### src/sv/pfa_pkg.sv
// -----------------------------------------------------------------------------
// Prime field ALU package
// Shared types, operation codes and word layout for the prime field ALU.
// -----------------------------------------------------------------------------
package pfa_pkg;

   // Width of the external operand, result and modulus fields.
   localparam int FIELD_W     = 32;
   localparam int OP_W        = 3;

   // Request word layout: op, operand_a, operand_b from the lowest bit up.
   localparam int REQ_OP_LSB  = 0;
   localparam int REQ_A_LSB   = OP_W;
   localparam int REQ_B_LSB   = OP_W + FIELD_W;
   localparam int REQ_TDATA_W = 72;

   // Response word layout: result, no_inverse from the lowest bit up.
   localparam int RSP_TDATA_W = 40;
   localparam int RSP_PAD_W   = RSP_TDATA_W - FIELD_W - 1;

   // Operation codes.
   typedef enum logic [OP_W-1:0] {
      OP_ADD = 3'd0,
      OP_SUB = 3'd1,
      OP_MUL = 3'd2,
      OP_DIV = 3'd3,
      OP_EQ  = 3'd4
   } pfa_op_type;

   // Sequencer states of the top level.
   typedef enum logic [3:0] {
      ST_IDLE,
      ST_RED_A,
      ST_RED_B,
      ST_DISPATCH,
      ST_EUC_TEST,
      ST_EUC_WAIT,
      ST_EUC_FIX,
      ST_MUL,
      ST_FINISH
   } pfa_state_type;

endpackage

### src/sv/pfa_divider.sv
// -----------------------------------------------------------------------------
// Prime field ALU bit-serial divider
// Restoring division, one quotient bit per cycle from the top bit down. The
// quotient bits also drive a Horner accumulator that forms quotient times a
// signed multiplier, which the extended Euclid update needs.
// -----------------------------------------------------------------------------
module pfa_divider #(
   parameter int W = 32,
   parameter int S = W + 2
) (
   input  logic                clock,
   input  logic                reset,
   input  logic                start,
   input  logic [W-1:0]        dividend,
   input  logic [W-1:0]        divisor,
   input  logic signed [S-1:0] multiplier,
   output logic                done,
   output logic [W-1:0]        remainder,
   output logic signed [S-1:0] product
);

   localparam int CW = $clog2(W);

   logic                busy_ff, busy_in;
   logic [CW-1:0]       cnt_ff, cnt_in;
   logic [W-1:0]        num_ff, num_in;
   logic [W-1:0]        rem_ff, rem_in;
   logic [W-1:0]        den_ff, den_in;
   logic signed [S-1:0] mulv_ff, mulv_in;
   logic signed [S-1:0] prod_ff, prod_in;

   logic [W:0]          trial;
   logic                take;
   logic [W-1:0]        rem_step;
   logic signed [S-1:0] prod_step;

   // One restoring step: bring down the next dividend bit and try a subtract.
   always_comb begin
      trial     = {rem_ff, num_ff[W-1]};
      take      = (trial >= {1'b0, den_ff});
      rem_step  = take ? W'(trial - {1'b0, den_ff}) : W'(trial);
      prod_step = (prod_ff <<< 1) + (take ? mulv_ff : '0);
   end

   assign done      = busy_ff && (cnt_ff == '0);
   assign remainder = rem_step;
   assign product   = prod_step;

   // Load on start, otherwise step while busy.
   always_comb begin
      busy_in = busy_ff;
      cnt_in  = cnt_ff;
      num_in  = num_ff;
      rem_in  = rem_ff;
      den_in  = den_ff;
      mulv_in = mulv_ff;
      prod_in = prod_ff;
      if (start) begin
         busy_in = 1'b1;
         cnt_in  = CW'(W - 1);
         num_in  = dividend;
         rem_in  = '0;
         den_in  = divisor;
         mulv_in = multiplier;
         prod_in = '0;
      end else if (busy_ff) begin
         num_in  = num_ff << 1;
         rem_in  = rem_step;
         prod_in = prod_step;
         cnt_in  = cnt_ff - 1'b1;
         if (cnt_ff == '0) begin
            busy_in = 1'b0;
         end
      end
   end

   always_ff @(posedge clock) begin
      if (reset) begin
         busy_ff <= 1'b0;
         cnt_ff  <= '0;
      end else begin
         busy_ff <= busy_in;
         cnt_ff  <= cnt_in;
      end
      num_ff  <= num_in;
      rem_ff  <= rem_in;
      den_ff  <= den_in;
      mulv_ff <= mulv_in;
      prod_ff <= prod_in;
   end

endmodule

### src/sv/pfa_modmul.sv
// -----------------------------------------------------------------------------
// Prime field ALU bit-serial modular multiplier
// Double-and-add from the top multiplier bit down, with each step reduced
// modulo p. Each bit is a doubling followed by a conditional add.
// -----------------------------------------------------------------------------
module pfa_modmul #(
   parameter int W = 32
) (
   input  logic         clock,
   input  logic         reset,
   input  logic         start,
   input  logic [W-1:0] mcand,
   input  logic [W-1:0] mplier,
   input  logic [W-1:0] modulus,
   output logic         done,
   output logic [W-1:0] product
);

   localparam int CW = $clog2(W);

   logic          busy_ff, busy_in;
   logic          phase_ff, phase_in;
   logic [CW-1:0] cnt_ff, cnt_in;
   logic [W-1:0]  acc_ff, acc_in;
   logic [W-1:0]  mcand_ff, mcand_in;
   logic [W-1:0]  mplier_ff, mplier_in;
   logic [W-1:0]  mod_ff, mod_in;

   logic [W-1:0]  addend;
   logic [W:0]    sum;
   logic [W-1:0]  acc_step;

   // Doubling in phase zero, conditional add of the multiplicand in phase one.
   always_comb begin
      if (phase_ff) begin
         addend = mplier_ff[W-1] ? mcand_ff : '0;
      end else begin
         addend = acc_ff;
      end
      sum      = {1'b0, acc_ff} + {1'b0, addend};
      acc_step = (sum >= {1'b0, mod_ff}) ? W'(sum - {1'b0, mod_ff}) : W'(sum);
   end

   assign done    = busy_ff && phase_ff && (cnt_ff == '0);
   assign product = acc_step;

   always_comb begin
      busy_in   = busy_ff;
      phase_in  = phase_ff;
      cnt_in    = cnt_ff;
      acc_in    = acc_ff;
      mcand_in  = mcand_ff;
      mplier_in = mplier_ff;
      mod_in    = mod_ff;
      if (start) begin
         busy_in   = 1'b1;
         phase_in  = 1'b0;
         cnt_in    = CW'(W - 1);
         acc_in    = '0;
         mcand_in  = mcand;
         mplier_in = mplier;
         mod_in    = modulus;
      end else if (busy_ff) begin
         acc_in   = acc_step;
         phase_in = !phase_ff;
         if (phase_ff) begin
            mplier_in = mplier_ff << 1;
            cnt_in    = cnt_ff - 1'b1;
            if (cnt_ff == '0) begin
               busy_in = 1'b0;
            end
         end
      end
   end

   always_ff @(posedge clock) begin
      if (reset) begin
         busy_ff  <= 1'b0;
         phase_ff <= 1'b0;
         cnt_ff   <= '0;
      end else begin
         busy_ff  <= busy_in;
         phase_ff <= phase_in;
         cnt_ff   <= cnt_in;
      end
      acc_ff    <= acc_in;
      mcand_ff  <= mcand_in;
      mplier_ff <= mplier_in;
      mod_ff    <= mod_in;
   end

endmodule

### src/sv/prime_field_alu_core.sv
// -----------------------------------------------------------------------------
// Prime field ALU core
// Add, subtract, multiply, divide and compare modulo a programmable modulus,
// built from a bit-serial divider and a bit-serial modular multiplier.
// -----------------------------------------------------------------------------
//
//   Channel  Direction  Word contents (lowest bit first)
//   req_     in         op[2:0], operand_a[31:0], operand_b[31:0], zero pad
//   rsp_     out        result[31:0], no_inverse, zero pad
//   csr_     in         modulus[31:0], written when csr_wen is high
//
// Both operands are first reduced by the serial divider, one after the other.
// Add, subtract and compare then finish directly; multiply adds a pass through
// the double-and-add unit. Divide runs extended Euclid, one full division of
// the divider per quotient step, then one multiply.
// With a modulus below two every operation skips the units and returns zero,
// or one for compare. Reset is synchronous; the modulus resets to two. One word
// is in work at a time; a result held on a stalled rsp_ side stalls the next one at its end.
// -----------------------------------------------------------------------------
module prime_field_alu_core #(
   parameter int WIDTH = 32
) (
   input  logic                           clock,
   input  logic                           reset,
   // op[2:0], operand_a[34:3], operand_b[66:35]
   input  logic [pfa_pkg::REQ_TDATA_W-1:0] req_tdata,
   input  logic                           req_tvalid,
   output logic                           req_tready,
   // result[31:0], no_inverse[32]
   output logic [pfa_pkg::RSP_TDATA_W-1:0] rsp_tdata,
   output logic                           rsp_tvalid,
   input  logic                           rsp_tready,
   input  logic                           csr_wen,
   input  logic [pfa_pkg::FIELD_W-1:0]    csr_wdata
);

   localparam int W = WIDTH;
   localparam int S = WIDTH + 2;

   pfa_pkg::pfa_state_type state_ff, state_in;

   logic [W-1:0]        mod_ff;
   logic [W-1:0]        a_ff, a_in;
   logic [W-1:0]        b_ff, b_in;
   pfa_pkg::pfa_op_type op_ff, op_in;
   logic [W-1:0]        r0_ff, r0_in;
   logic [W-1:0]        r1_ff, r1_in;
   logic signed [S-1:0] s0_ff, s0_in;
   logic signed [S-1:0] s1_ff, s1_in;
   logic [W-1:0]        res_ff, res_in;
   logic                noinv_ff, noinv_in;
   logic                rsp_valid_ff, rsp_valid_in;
   logic [pfa_pkg::FIELD_W-1:0] rsp_res_ff, rsp_res_in;
   logic                rsp_noinv_ff, rsp_noinv_in;

   logic                accept;
   logic                small_mod;
   logic [W-1:0]        req_a, req_b;
   pfa_pkg::pfa_op_type req_op;

   logic                div_start, div_done;
   logic [W-1:0]        div_dividend, div_divisor, div_rem;
   logic signed [S-1:0] div_mulv, div_prod;
   logic                mul_start, mul_done;
   logic [W-1:0]        mul_a, mul_b, mul_prod;

   logic [W:0]          add_sum;
   logic [W-1:0]        add_res, sub_res, inv_x;
   logic signed [S-1:0] s0_fix;
   logic                out_free;

   // Request word fields, masked or extended to the internal width.
   assign req_op    = pfa_pkg::pfa_op_type'(req_tdata[pfa_pkg::REQ_OP_LSB +: pfa_pkg::OP_W]);
   assign req_a     = W'(req_tdata[pfa_pkg::REQ_A_LSB +: pfa_pkg::FIELD_W]);
   assign req_b     = W'(req_tdata[pfa_pkg::REQ_B_LSB +: pfa_pkg::FIELD_W]);
   assign accept    = req_tvalid && req_tready;
   assign small_mod = (mod_ff < W'(2));
   assign out_free  = !rsp_valid_ff || rsp_tready;

   // Combinational field add and subtract on reduced operands.
   always_comb begin
      add_sum = {1'b0, a_ff} + {1'b0, b_ff};
      add_res = (add_sum >= {1'b0, mod_ff}) ? W'(add_sum - {1'b0, mod_ff}) : W'(add_sum);
      sub_res = a_ff - b_ff + ((a_ff < b_ff) ? mod_ff : '0);
   end

   // Bring the Euclid coefficient into the range [0, p).
   always_comb begin
      s0_fix = s0_ff;
      if (s0_ff < 0) begin
         s0_fix = s0_ff + $signed({2'b00, mod_ff});
      end
      inv_x = W'(s0_fix);
   end

   // Next state.
   always_comb begin
      state_in = state_ff;
      case (state_ff)
         pfa_pkg::ST_IDLE: begin
            if (accept) begin
               state_in = small_mod ? pfa_pkg::ST_FINISH : pfa_pkg::ST_RED_A;
            end
         end
         pfa_pkg::ST_RED_A: begin
            if (div_done) begin
               state_in = pfa_pkg::ST_RED_B;
            end
         end
         pfa_pkg::ST_RED_B: begin
            if (div_done) begin
               state_in = pfa_pkg::ST_DISPATCH;
            end
         end
         pfa_pkg::ST_DISPATCH: begin
            case (op_ff)
               pfa_pkg::OP_MUL: state_in = pfa_pkg::ST_MUL;
               pfa_pkg::OP_DIV: begin
                  state_in = (b_ff == '0) ? pfa_pkg::ST_FINISH : pfa_pkg::ST_EUC_TEST;
               end
               default:         state_in = pfa_pkg::ST_FINISH;
            endcase
         end
         pfa_pkg::ST_EUC_TEST: begin
            state_in = (r1_ff == '0) ? pfa_pkg::ST_EUC_FIX : pfa_pkg::ST_EUC_WAIT;
         end
         pfa_pkg::ST_EUC_WAIT: begin
            if (div_done) begin
               state_in = pfa_pkg::ST_EUC_TEST;
            end
         end
         pfa_pkg::ST_EUC_FIX: state_in = pfa_pkg::ST_MUL;
         pfa_pkg::ST_MUL: begin
            if (mul_done) begin
               state_in = pfa_pkg::ST_FINISH;
            end
         end
         pfa_pkg::ST_FINISH: begin
            if (out_free) begin
               state_in = pfa_pkg::ST_IDLE;
            end
         end
         default: state_in = pfa_pkg::ST_IDLE;
      endcase
   end

   // Unit launches and handshake outputs.
   always_comb begin
      req_tready   = (state_ff == pfa_pkg::ST_IDLE);
      div_start    = 1'b0;
      div_dividend = r0_ff;
      div_divisor  = r1_ff;
      div_mulv     = s1_ff;
      mul_start    = 1'b0;
      mul_a        = a_ff;
      mul_b        = b_ff;
      case (state_ff)
         pfa_pkg::ST_IDLE: begin
            div_start    = accept && !small_mod;
            div_dividend = req_a;
            div_divisor  = mod_ff;
            div_mulv     = '0;
         end
         pfa_pkg::ST_RED_A: begin
            div_start    = div_done;
            div_dividend = b_ff;
            div_divisor  = mod_ff;
            div_mulv     = '0;
         end
         pfa_pkg::ST_DISPATCH: begin
            mul_start = (op_ff == pfa_pkg::OP_MUL);
         end
         pfa_pkg::ST_EUC_TEST: begin
            div_start = (r1_ff != '0);
         end
         pfa_pkg::ST_EUC_FIX: begin
            mul_start = 1'b1;
            mul_b     = inv_x;
         end
         default: begin
         end
      endcase
   end

   // Operand, Euclid and result registers.
   always_comb begin
      op_in    = op_ff;
      a_in     = a_ff;
      b_in     = b_ff;
      r0_in    = r0_ff;
      r1_in    = r1_ff;
      s0_in    = s0_ff;
      s1_in    = s1_ff;
      res_in   = res_ff;
      noinv_in = noinv_ff;
      case (state_ff)
         pfa_pkg::ST_IDLE: begin
            if (accept) begin
               op_in    = req_op;
               b_in     = req_b;
               noinv_in = 1'b0;
               res_in   = (small_mod && req_op == pfa_pkg::OP_EQ) ? W'(1) : '0;
            end
         end
         pfa_pkg::ST_RED_A: begin
            if (div_done) begin
               a_in = div_rem;
            end
         end
         pfa_pkg::ST_RED_B: begin
            if (div_done) begin
               b_in = div_rem;
            end
         end
         pfa_pkg::ST_DISPATCH: begin
            r0_in = b_ff;
            r1_in = mod_ff;
            s0_in = S'(1);
            s1_in = '0;
            case (op_ff)
               pfa_pkg::OP_ADD: res_in = add_res;
               pfa_pkg::OP_SUB: res_in = sub_res;
               pfa_pkg::OP_EQ:  res_in = (a_ff == b_ff) ? W'(1) : '0;
               pfa_pkg::OP_DIV: begin
                  res_in   = '0;
                  noinv_in = (b_ff == '0);
               end
               default:         res_in = '0;
            endcase
         end
         pfa_pkg::ST_EUC_WAIT: begin
            if (div_done) begin
               r0_in = r1_ff;
               r1_in = div_rem;
               s0_in = s1_ff;
               s1_in = s0_ff - div_prod;
            end
         end
         pfa_pkg::ST_EUC_FIX: begin
            noinv_in = (r0_ff != W'(1));
         end
         pfa_pkg::ST_MUL: begin
            if (mul_done) begin
               res_in = mul_prod;
            end
         end
         default: begin
         end
      endcase
   end

   // Output register: loaded at the end of an operation, cleared when taken.
   always_comb begin
      rsp_valid_in = rsp_valid_ff;
      rsp_res_in   = rsp_res_ff;
      rsp_noinv_in = rsp_noinv_ff;
      if (rsp_valid_ff && rsp_tready) begin
         rsp_valid_in = 1'b0;
      end
      if (state_ff == pfa_pkg::ST_FINISH && out_free) begin
         rsp_valid_in = 1'b1;
         rsp_res_in   = pfa_pkg::FIELD_W'(res_ff);
         rsp_noinv_in = noinv_ff;
      end
   end

   assign rsp_tvalid = rsp_valid_ff;
   assign rsp_tdata  = {{pfa_pkg::RSP_PAD_W{1'b0}}, rsp_noinv_ff, rsp_res_ff};

   always_ff @(posedge clock) begin
      if (reset) begin
         state_ff     <= pfa_pkg::ST_IDLE;
         rsp_valid_ff <= 1'b0;
         mod_ff       <= W'(2);
      end else begin
         state_ff     <= state_in;
         rsp_valid_ff <= rsp_valid_in;
         if (csr_wen) begin
            mod_ff <= W'(csr_wdata);
         end
      end
      op_ff        <= op_in;
      a_ff         <= a_in;
      b_ff         <= b_in;
      r0_ff        <= r0_in;
      r1_ff        <= r1_in;
      s0_ff        <= s0_in;
      s1_ff        <= s1_in;
      res_ff       <= res_in;
      noinv_ff     <= noinv_in;
      rsp_res_ff   <= rsp_res_in;
      rsp_noinv_ff <= rsp_noinv_in;
   end

   // Shared serial divider: operand reduction and Euclid quotient steps.
   pfa_divider #(
      .W (W),
      .S (S)
   ) u_divider (
      .clock      (clock),
      .reset      (reset),
      .start      (div_start),
      .dividend   (div_dividend),
      .divisor    (div_divisor),
      .multiplier (div_mulv),
      .done       (div_done),
      .remainder  (div_rem),
      .product    (div_prod)
   );

   // Serial modular multiplier: multiply and the final step of divide.
   pfa_modmul #(
      .W (W)
   ) u_modmul (
      .clock   (clock),
      .reset   (reset),
      .start   (mul_start),
      .mcand   (mul_a),
      .mplier  (mul_b),
      .modulus (mod_ff),
      .done    (mul_done),
      .product (mul_prod)
   );

endmodule
### config.mk
export PLATFORM = sky130hd
export DESIGN_NAME = prime_field_alu_core
export DESIGN_NICKNAME = d
export VERILOG_FILES = /design/src/sv/pfa_pkg.sv /design/src/sv/pfa_divider.sv /design/src/sv/pfa_modmul.sv /design/src/sv/prime_field_alu_core.sv
export SDC_FILE = /design/constraint.sdc
export NUM_CORES = 2
export LEC_CHECK = 0
export BUFFER_PORTS_ARGS = -buffer_cell sky130_fd_sc_hd__buf_2
export CORE_MARGIN = 4
export CORE_UTILIZATION = 42
export DETAILED_ROUTE_END_ITERATION = 12
export GPL_ROUTABILITY_DRIVEN = 0
export MAX_ROUTING_LAYER = met4
export PLACE_DENSITY = 0.56
export REMOVE_ABC_BUFFERS = 1
export SLEW_MARGIN = 10
export SYNTH_ARGS = -nofsm -noshare
export SYNTH_HDL_FRONTEND = slang
export SYNTH_SLANG_ARGS = --single-unit
### constraint.sdc
create_clock -name clock -period 14.05 [get_ports clock]
set_input_delay 0.7025 -clock clock [delete_from_list [all_inputs] [get_ports clock]]
set_output_delay 0.7025 -clock clock [all_outputs]
set_load 0.05 [all_outputs]
==> metrics.md <==
| Metric | Value |
|---|---|
| Synth Register Bits | `606` |
| Number of synthesized flops with an enable pin | `459` |
| Yosys top cell area share | `0.329` |
| Via/cell ratio | `5.67` |
| Max-cap viol count | `0` |
| Die W | `approximately 320 microns` |
| Worst-Margin Slew | `1180 ps` |
| Initial DRC count | `2848` |
| First-pass DRT Iterations | `6` |
| Fin Setup TNS | `0 ps` |
| Setup ws final | `5020 ps` |
| Setup bufs post-CTS | `0` |
| Core box area | `98700 sq um` |
| Hold Crit Class | `input port to flip-flop` |
| # hold bufs at CTS | `0` |
| Site Rows | `roughly 120` |
| Starting Density | `0.424` |
| Sequential cell area fraction in the yosys report | `0.400` |
| WL/cell | `22.2 microns` |
| First-pass GRT wire length | `198000 microns` |
| Switching Fraction | `0.471` |
| Largest area contributor in the netlist | `edfxtp_1` |
| Endpoints failing setup | `0` |
| Fin nets | `5114` |
| Total GRT Usage | `0.257` |
| CTS sink cnt | `606` |
| Vias in the first global route | `between 30000 and 40000` |
| Comb power frac | `0.620` |
| Syn Inst Count | `4554` |
| Synth area leaders | `edfxtp_1 (33%), ha_1 (9.6%), dfxtp_1 (7.0%), a21oi_1 (4.2%), o21ai_0 (4.0%)` |
| Layout cell share with drive strength beyond 1 | `0.0788` |
| Via count | `33981` |
| Area growth from synthesis to layout | `11.1%` |
| Clock-pin slew on the worst setup and hold paths | `~60 ps` |
| Crit share post-route | `0.642` |
| Sequential share of power | `0.219` |
| Worst path required time | `14420 ps` |
| Slowest stage delay, CP | `890 ps` |
| Critical Path End Type | `flip-flop` |
| Buffers and inverters on the worst path | `4` |
| Initial antenna violation count | `0` |
| Worst setup SP type | `flip-flop` |
| PD cells | `273 nW/um^2` |
| Synth Flop Type | `edfxtp_1` |
| Ports | `roughly 150` |
| Post-route clock skew | `32.2 ps` |
| Bufs on Longest Clock Path | `3` |
| Critical path fanouts, max | `33` |
| Max frequency | `111 MHz` |
| DRT antenna net count | `0` |
| Slew Viols, Final | `0` |
| Post-route minimum period | `9030 ps` |
| Worst Path Arrival | `9390 ps` |
| CTS root buf | `clkbuf_16` |
| Largest delay share family, worst path | `compound AO/OA/AOI/OAI gates` |
| RSZ-0062 raised after global routing | `false` |
| Clk Latency, worst-skew pair | `around 650 ps` |
| Die area | `~100000 sq um` |
| Rel. slew slack | `0.212` |
| Final HPWL DP | `101000 microns` |
| Most frequent CP cell | `ha_1` |
| I/O Buffers | `138` |
| Die Height | `324 microns` |
| Switching pwr | `5970 uW` |
| Gates resized, CTS repair | `0` |
| Total wire length | `between 100000 and 150000 microns` |
| Synth warn | `0` |
| Leak | `0.0193 uW` |
| DP Worst Slack | `5020 ps` |
| Synth cell types | `between 80 and 90` |
| P_int | `about 6700 uW` |
| Largest net degree at the start of global routing | `95` |
| Max VDD drop | `about 0.17 mV` |
| Async S/R FF share, synth | `0` |
| Critical path type | `flip-flop to flip-flop` |
| Most frequent cell after synthesis | `edfxtp_1` |
| CTS tree | `built` |
| CTS buffer count | `75` |
| Avg Cell Area, Syn | `around 9 sq um` |
| H-tree levels | `3` |
| Final Hold Vio Count | `0` |
| Status | `finished, final reports clean` |
| Grt ovf | `0` |
| Clock Power Share | `0.161` |
| Commonest cells in the netlist | `edfxtp_1 (459), inv_1 (387), nand2_1 (379)` |
| Cell area after synthesis | `around 42000 sq um` |
| Worst path slowest cell | `a21oi_4` |
| Residual DRC count | `0` |
| Diode count | `0` |
| Total power | `12700 uW` |
| Hold slack | `263 ps` |
[power groups by stage]
stage / clock, uW / sequential, uW / combinational, uW
floorplan: 0 / 2700 / 5830
global placement: 0 / 2790 / 7690
detailed placement: 0 / 2790 / 7730
CTS: 2090 / 2760 / 7790
global route: 2150 / 2810 / 8710
finish: 2050 / 2770 / 7860
[registers in the layout (all words and copies together) (netlist names), 3 cells and up]
| signal | flops |
|---|---|
| s0_ff | 34 |
| s1_ff | 34 |
| u_divider.mulv_ff | 34 |
| u_divider.prod_ff | 33 |
| a_ff | 32 |
| b_ff | 32 |
| mod_ff | 32 |
| r0_ff | 32 |
| r1_ff | 32 |
| res_ff | 32 |
| rsp_res_ff | 32 |
| u_divider.den_ff | 32 |
| u_divider.num_ff | 32 |
| u_divider.rem_ff | 32 |
| u_modmul.acc_ff | 32 |
| u_modmul.mcand_ff | 32 |
| u_modmul.mod_ff | 32 |
| u_modmul.mplier_ff | 32 |
| u_divider.cnt_ff | 5 |
| u_modmul.cnt_ff | 5 |
| state_ff | 4 |
| op_ff | 3 |
[placed cells by master, fill, tap and decap left out, drive strengths merged, types with 25 or more instances in the layout]
| master | count |
|---|---|
| nand3 | 88 |
| fa | 39 |
| edfxtp | 459 |
| mux2i | 124 |
| o21a | 65 |
| nor4 | 42 |
| a21o | 132 |
| nand2 | 380 |
| nand2b | 48 |
| a21oi | 354 |
| o221ai | 25 |
| a211oi | 76 |
| inv | 394 |
| and3 | 27 |
| a22oi | 38 |
| o21ai | 347 |
| buf | 202 |
| dfxtp | 147 |
| nor2 | 347 |
| o21bai | 64 |
| ha | 321 |
| xor2 | 80 |
| and2 | 122 |
| nor3 | 58 |
| clkbuf | 100 |
| a31oi | 63 |
| nand4 | 35 |
| nor2b | 72 |
| xnor2 | 162 |
[metrics by stage]
step | cells | area, sq um | util
4_1_cts | 5993 | 46500 | 0.471
3_3_place_gp | 5855 | 43900 | 0.445
3_5_place_dp | 5855 | 43900 | 0.445
6_report | 5993 | 46500 | 0.471
2_1_floorplan | 4366 | 41100 | -
5_1_grt | 5993 | 46500 | 0.471
[final cells by class]
class                      instances  area, sq um
clock buffer                     100         2080
clock inverter                    38          479
fill                            9553        52200
inverter                         390         1470
multi-input combinational       3370        23000
sequential                       606        16700
tap                             1287         1610
timing repair buffer             202         1170
[routing by layer]
| metal | GRT usage | vias to the layer above | routed length, microns | share of wire |
|---|---|---|---|---|
| li1 | - | 16583 | - | - |
| met1 | 0.346 | 16102 | 60200 | 0.45 |
| met2 | 0.399 | 1065 | 59100 | 0.44 |
| met3 | 0.0274 | 231 | 7700 | 0.058 |
| met4 | 0.105 | 0 | 5980 | 0.045 |
| met5 | - | - | 0 | 0 |
[cells by family (layout without fill, tap and decap cells)]
| family | after synthesis | in the layout | synth area share |
|---|---|---|---|
| muxes | 129 | 129 | 0.0310 |
| other | 1 | 7 | 0.0000896 |
| xor gates and xnor gates | 243 | 243 | 0.0512 |
| buffers and inverters | 584 | 730 | 0.0539 |
| AOI/OAI and AO/OA | 1333 | 1333 | 0.201 |
| DFF | 606 | 606 | 0.400 |
| adders and majority gates | 362 | 362 | 0.115 |
| and+or+nand+nor | 1296 | 1296 | 0.148 |
[final timing paths]
path / to / slack, ps / start / cells after the start
min reg2reg: rsp_res_ff[7] / 420 / res_ff[7] / 0
max: s1_ff[32] / 5020 / u_divider.den_ff[3] / 34
min: op_ff[1] / 260 / req_tdata[1] / 1
max reg2reg: s1_ff[32] / 5020 / u_divider.den_ff[3] / 34
[worst reg2reg max path, delay by kind of cell (launching register included)]
| family | cells | cell delay [ps] |
|---|---|---|
| multiplexers | 1 | 110 |
| flip-flops | 1 | 330 |
| buffers and inverters | 4 | 840 |
| AO/OA/AOI/OAI | 17 | 4380 |
| adder cells (fa/ha/maj) | 5 | 1640 |
| XOR/XNOR | 1 | 200 |
| AND/OR/NAND/NOR | 6 | 1250 |
(Power assumes the default switching activity.)
